File: config.mk
export PLATFORM = sky130hd
export DESIGN_NAME = wns_ctrl
export DESIGN_NICKNAME = d
export VERILOG_FILES = /design/src/hw/rtl/wns_pkg.sv /design/src/hw/rtl/wns_ctrl.sv
export SDC_FILE = /design/constraint.sdc
export NUM_CORES = 1
export LEC_CHECK = 0
export ABC_AREA = 1
export BUFFER_PORTS_ARGS = -buffer_cell sky130_fd_sc_hd__clkbuf_2
export CAP_MARGIN = 15
export CORE_AREA = 5 5 42 44
export CTS_CLUSTER_SIZE = 28
export DETAILED_ROUTE_END_ITERATION = 12
export DIE_AREA = 0 0 47 49
export HOLD_SLACK_MARGIN = 0.06
export PLACE_DENSITY = 0.53
export SYNTH_ARGS = -nofsm -noshare
export SYNTH_HDL_FRONTEND = slang
export SYNTH_SLANG_ARGS = --single-unit
File: constraint.sdc
create_clock -name clk_i -period 2.95 [get_ports clk_i]
set_clock_uncertainty 0.1 [all_clocks]
set_input_delay 0.4425 -clock clk_i [delete_from_list [all_inputs] [get_ports clk_i]]
set_output_delay 0.4425 -clock clk_i [all_outputs]
set_load 0.05 [all_outputs]
File: src/hw/rtl/wns_pkg.sv
// shared types, register indexes and constants of the wind noise shaper
`timescale 1ns / 1ps
`default_nettype none

package wns_pkg;

  // field and register widths
  localparam int unsigned SampleW   = 16;
  localparam int unsigned CoeffW    = 16;
  localparam int unsigned StepW     = 32;
  localparam int unsigned GainW     = 15;
  localparam int unsigned CfgIdxW   = 2;
  localparam int unsigned CfgDataW  = 32;

  // internal widths of the gust path
  localparam int unsigned UW         = 17;  // quarter-wave argument, 0 to 65536
  localparam int unsigned PolyW      = 31;  // horner partial sum, q2.30
  localparam int unsigned GainModW   = 17;  // gust gain in units of 2^-17
  localparam int unsigned GustScaleW = 32;  // gust gain times output gain

  // register indexes
  localparam logic [CfgIdxW-1:0] REG_FILTER_COEFF = 2'd0;
  localparam logic [CfgIdxW-1:0] REG_GUST_STEP    = 2'd1;
  localparam logic [CfgIdxW-1:0] REG_OUTPUT_GAIN  = 2'd2;

  // register reset values
  localparam logic [CoeffW-1:0] FILTER_COEFF_RST = 16'd2949;
  localparam logic [StepW-1:0]  GUST_STEP_RST    = 32'd68174;
  localparam logic [GainW-1:0]  OUTPUT_GAIN_RST  = 15'd12000;

  // odd sine polynomial of the quarter wave, q2.30
  localparam logic [PolyW-1:0] SIN_C1 = 31'd1686629713;
  localparam logic [PolyW-1:0] SIN_C3 = 31'd693598668;
  localparam logic [PolyW-1:0] SIN_C5 = 31'd85569306;
  localparam logic [PolyW-1:0] SIN_C7 = 31'd5026995;

  // 0.75 in units of 2^-17
  localparam logic [GainModW-1:0] GUST_BIAS = 17'd98304;

  // datapath step, one multiply each
  typedef enum logic [3:0] {
    OP_NONE,
    OP_IDX,
    OP_FRAC,
    OP_USQ,
    OP_POLY5,
    OP_POLY3,
    OP_POLY1,
    OP_SINE,
    OP_GGAIN,
    OP_STAGE1,
    OP_STAGE2,
    OP_OUT
  } wns_op_e;

  typedef enum logic [3:0] {
    ST_IDLE,
    ST_IDX,
    ST_FRAC,
    ST_USQ,
    ST_POLY5,
    ST_POLY3,
    ST_POLY1,
    ST_SINE,
    ST_GGAIN,
    ST_STAGE1,
    ST_STAGE2,
    ST_OUT
  } wns_state_e;

  typedef struct packed {
    logic    take;      // input beat accepted this cycle
    wns_op_e op;        // datapath step
    logic    out_load;  // load the output register
  } wns_cmd_t;

endpackage

`default_nettype wire

File: src/hw/rtl/wns_ctrl.sv
// sequencer of the wind noise shaper: steps the datapath and owns the output valid
`timescale 1ns / 1ps
`default_nettype none

module wns_ctrl (
  input  wire logic            clk_i,
  input  wire logic            rst_ni,
  input  wire logic            in_valid_i,
  output logic                 in_ready_o,
  output logic                 out_valid_o,
  input  wire logic            out_ready_i,
  output wns_pkg::wns_cmd_t    cmd_o
);
  import wns_pkg::*;

  wns_state_e state_q, state_d;
  logic       out_valid_q, out_valid_d;

  always_ff @(posedge clk_i or negedge rst_ni) begin
    if (!rst_ni) begin
      state_q     <= ST_IDLE;
      out_valid_q <= 1'b0;
    end else begin
      state_q     <= state_d;
      out_valid_q <= out_valid_d;
    end
  end

  always_comb begin
    state_d         = state_q;
    in_ready_o      = 1'b0;
    cmd_o.take      = 1'b0;
    cmd_o.op        = OP_NONE;
    cmd_o.out_load  = 1'b0;
    case (state_q)
      ST_IDLE: begin
        in_ready_o = 1'b1;
        if (in_valid_i) begin
          cmd_o.take = 1'b1;
          state_d    = ST_IDX;
        end
      end
      ST_IDX: begin
        cmd_o.op = OP_IDX;
        state_d  = ST_FRAC;
      end
      ST_FRAC: begin
        cmd_o.op = OP_FRAC;
        state_d  = ST_USQ;
      end
      ST_USQ: begin
        cmd_o.op = OP_USQ;
        state_d  = ST_POLY5;
      end
      ST_POLY5: begin
        cmd_o.op = OP_POLY5;
        state_d  = ST_POLY3;
      end
      ST_POLY3: begin
        cmd_o.op = OP_POLY3;
        state_d  = ST_POLY1;
      end
      ST_POLY1: begin
        cmd_o.op = OP_POLY1;
        state_d  = ST_SINE;
      end
      ST_SINE: begin
        cmd_o.op = OP_SINE;
        state_d  = ST_GGAIN;
      end
      ST_GGAIN: begin
        cmd_o.op = OP_GGAIN;
        state_d  = ST_STAGE1;
      end
      ST_STAGE1: begin
        cmd_o.op = OP_STAGE1;
        state_d  = ST_STAGE2;
      end
      ST_STAGE2: begin
        cmd_o.op = OP_STAGE2;
        state_d  = ST_OUT;
      end
      ST_OUT: begin
        cmd_o.op = OP_OUT;
        // wait here while the previous beat is still unclaimed
        if (!out_valid_q || out_ready_i) begin
          cmd_o.out_load = 1'b1;
          state_d        = ST_IDLE;
        end
      end
      default: begin
        state_d = ST_IDLE;
      end
    endcase
  end

  always_comb begin
    if (cmd_o.out_load) begin
      out_valid_d = 1'b1;
    end else if (out_ready_i) begin
      out_valid_d = 1'b0;
    end else begin
      out_valid_d = out_valid_q;
    end
  end

  assign out_valid_o = out_valid_q;

  a_load_shows_beat: assert property (@(posedge clk_i) disable iff (!rst_ni)
    cmd_o.out_load |=> out_valid_q)
    else $error("output register loaded but no beat offered");

  a_accept_starts_work: assert property (@(posedge clk_i) disable iff (!rst_ni)
    (in_valid_i && in_ready_o) |=> (state_q == ST_IDX))
    else $error("accepted beat did not start the sequence");

  a_hold_on_stall: assert property (@(posedge clk_i) disable iff (!rst_ni)
    (state_q == ST_OUT && out_valid_q && !out_ready_i) |=> (state_q == ST_OUT))
    else $error("finished sample left the last step while output was stalled");

endmodule

`default_nettype wire

==> impl_metrics.yaml <==
worst_setup_path:
  critPathMaxStageDelay_ps: 410
  cp_data_required_time_ps: 2410
  crit_fanout: 4
  crit_type: "reg2out"
  critPathCaptureType: "primary output"
  critical_path.cell_chain: "inv_2 > nand2_2 > inv_2 > nand2_1 > nor2_1 > clkbuf_2"
  worst_path_most_repeated_cell: "inv_2"
  startpoint_type: "flop"
  arrival_ps: 1270
  critPathSlowestCell: "dfrtp_1"
die:
  std_cell_rows: 14
  start_util: 0.2357
  die_y_um: 49
  dieWidth_um: 47
  core-area_um2: 1401
  dieArea_um2: 2303
  io_pins: 12
sta:
  rsz0062_at_grt: "false"
  final.setup.tns_ps: 0
  period_minus_slack_ps: 1812
  fmax_mhz: 551.8
  finalHoldViolations: 0
  hold_ws_ps: 294.0
  worst_pin_slew_ps: 282.1
  drv_slew: 0
  relSlewSlack: 0.8128
  setup_viol: 0
  finalCritPeriodShare: 0.6143
job:
  drv_cap: 0
clock_network:
  root_buffer: "clkbuf_4"
  hold_buffers: 1
  numCtsBuffers: 3
  cts_tree: "built"
  cts_buffer_depth: 2
  worstSkewPairLatency_ps: 230
  cts.repair.resized: 0
  cts_setup_buffers: 0
  cts_sinks: 5
  cts.htree.levels: 1
  clk_pin_slew_ps: 40
placement:
  globalplace.congestion: 0.7486
  io_buffers: 11
  dpl.hpwl_um: 631.8
layout:
  antennaDiodeCount: 0
  mostFrequentLayoutCells: "nor2_1 (17), nand2_1 (11), clkbuf_2 (11)"
  seq_area_um2: 125.1
  drive_above_1_share: 0.2941
  final_common_cell: "nor2_1"
  nFillCells: 164
  multi_input_area_um2: 156.4
  nets: 73
  areaGrowthSynthToFinish_pct: 31.44
  final_util: 0.3098
yosys:
  syn_nets: 57
  ys_types: 12
  ys_seq_elements: 5
  yosysTopAreaCellShare: 0.3788
  netlist_area_um2: 330.3
  ys_seq_area_frac: 0.3788
  yosysWarnings: 0
  synth_area_leaders: "dfrtp_1 (38%), nor2_1 (19%), nand2_1 (13%)"
  synth_cells: 53
  synth.avg_cell_area_um2: 6.232
  synth_top_area_cell: "dfrtp_1"
routing:
  ant_nets: 0
  wl_per_cell_um: 8.417
  drtPass1Iterations: 4
  drt_wl_total_um: 707
  vias_per_cell: 4.000
  drc: 0
  vias: 336
  drt_iter0_drc: 5
global_routing:
  grt_pass1_wl_um: 1276
  grt_pass1_vias: 313
  grt_antenna_before_repair: 0
  grt_overflow_total: 0
  grt_max_degree: 6
  grtUsageTotal: 0.08263
status:
  status: "finished, final reports clean"
worst_hold_path:
  hold_class: "in2reg"
area by class of cell:
| cell class | count | share of cell area |
|---|---|---|
| inverters | 11 | 0.09510 |
| flip-flops and latches | 5 | 0.2882 |
| repair buffers | 12 | 0.1499 |
| multi-input cells | 36 | 0.3602 |
| clock buffers | 4 | 0.06052 |
| well taps | 16 | 0.04611 |
layer usage:
metal / up-vias / wire length [µm] / track usage
met5: - / 0 / 0
met4: 0 / 20 / 0.06912
met3: 2 / 42 / 0.04428
met2: 10 / 322 / 0.1018
met1: 140 / 322 / 0.09978
li1: 184 / - / -
registers in the layout (all words and copies together), names as in the netlist:
name	count
state_q	4
out_valid_o	1
path summary, 6_finish.rpt:
kind | from | to | slack (ps) | depth (start not counted)
setup / recovery | state_q[2]$_DFFE_PN0P_ | cmd_o[0] | 1140 | 6
hold / removal | out_ready_i | out_valid_o$_DFFE_PN0P_ | 290 | 2
setup reg to reg | state_q[1]$_DFFE_PN0P_ | state_q[3]$_DFFE_PN0P_ | 1870 | 4
hold reg to reg | out_valid_o$_DFFE_PN0P_ | out_valid_o$_DFFE_PN0P_ | 440 | 2
max in group asynchronous | rst_ni | state_q[1]$_DFFE_PN0P_ | 2140 | 2
min in group asynchronous | rst_ni | out_valid_o$_DFFE_PN0P_ | 470 | 2
cells by family after synthesis:
family,after synthesis,synth area share
AND/OR/NAND/NOR,34,0.4318
buffers and inverters,12,0.1477
AO/OA/AOI/OAI,2,0.04166
flip-flops,5,0.3788
critical path, delay by kind of cell (launching register included):
kind	cells	cell delay (ps)
AND/OR/NAND/NOR	3	210
flip-flops	1	410
buffers and inverters	3	420
metrics by stage:
stage,cells,worst slack [ps],cell area [µm²]
2_1_floorplan,53,1142,330.3
3_3_place_gp,79,1389,397.9
3_5_place_dp,79,1380,397.9
4_1_cts,84,1123,434.2
5_1_grt,84,979.0,434.2
6_report,84,1138,434.2
synth_stat cells, drive strengths merged:
cell type  count
nand3          4
buf            1
o21ai          2
inv           10
nor2          17
dfrtp          5
nand2         13
clkinv         1
Power is left out: the tool's default activity adds up to more than one toggle a clock period on the data nets, which glitch-free logic cannot reach.
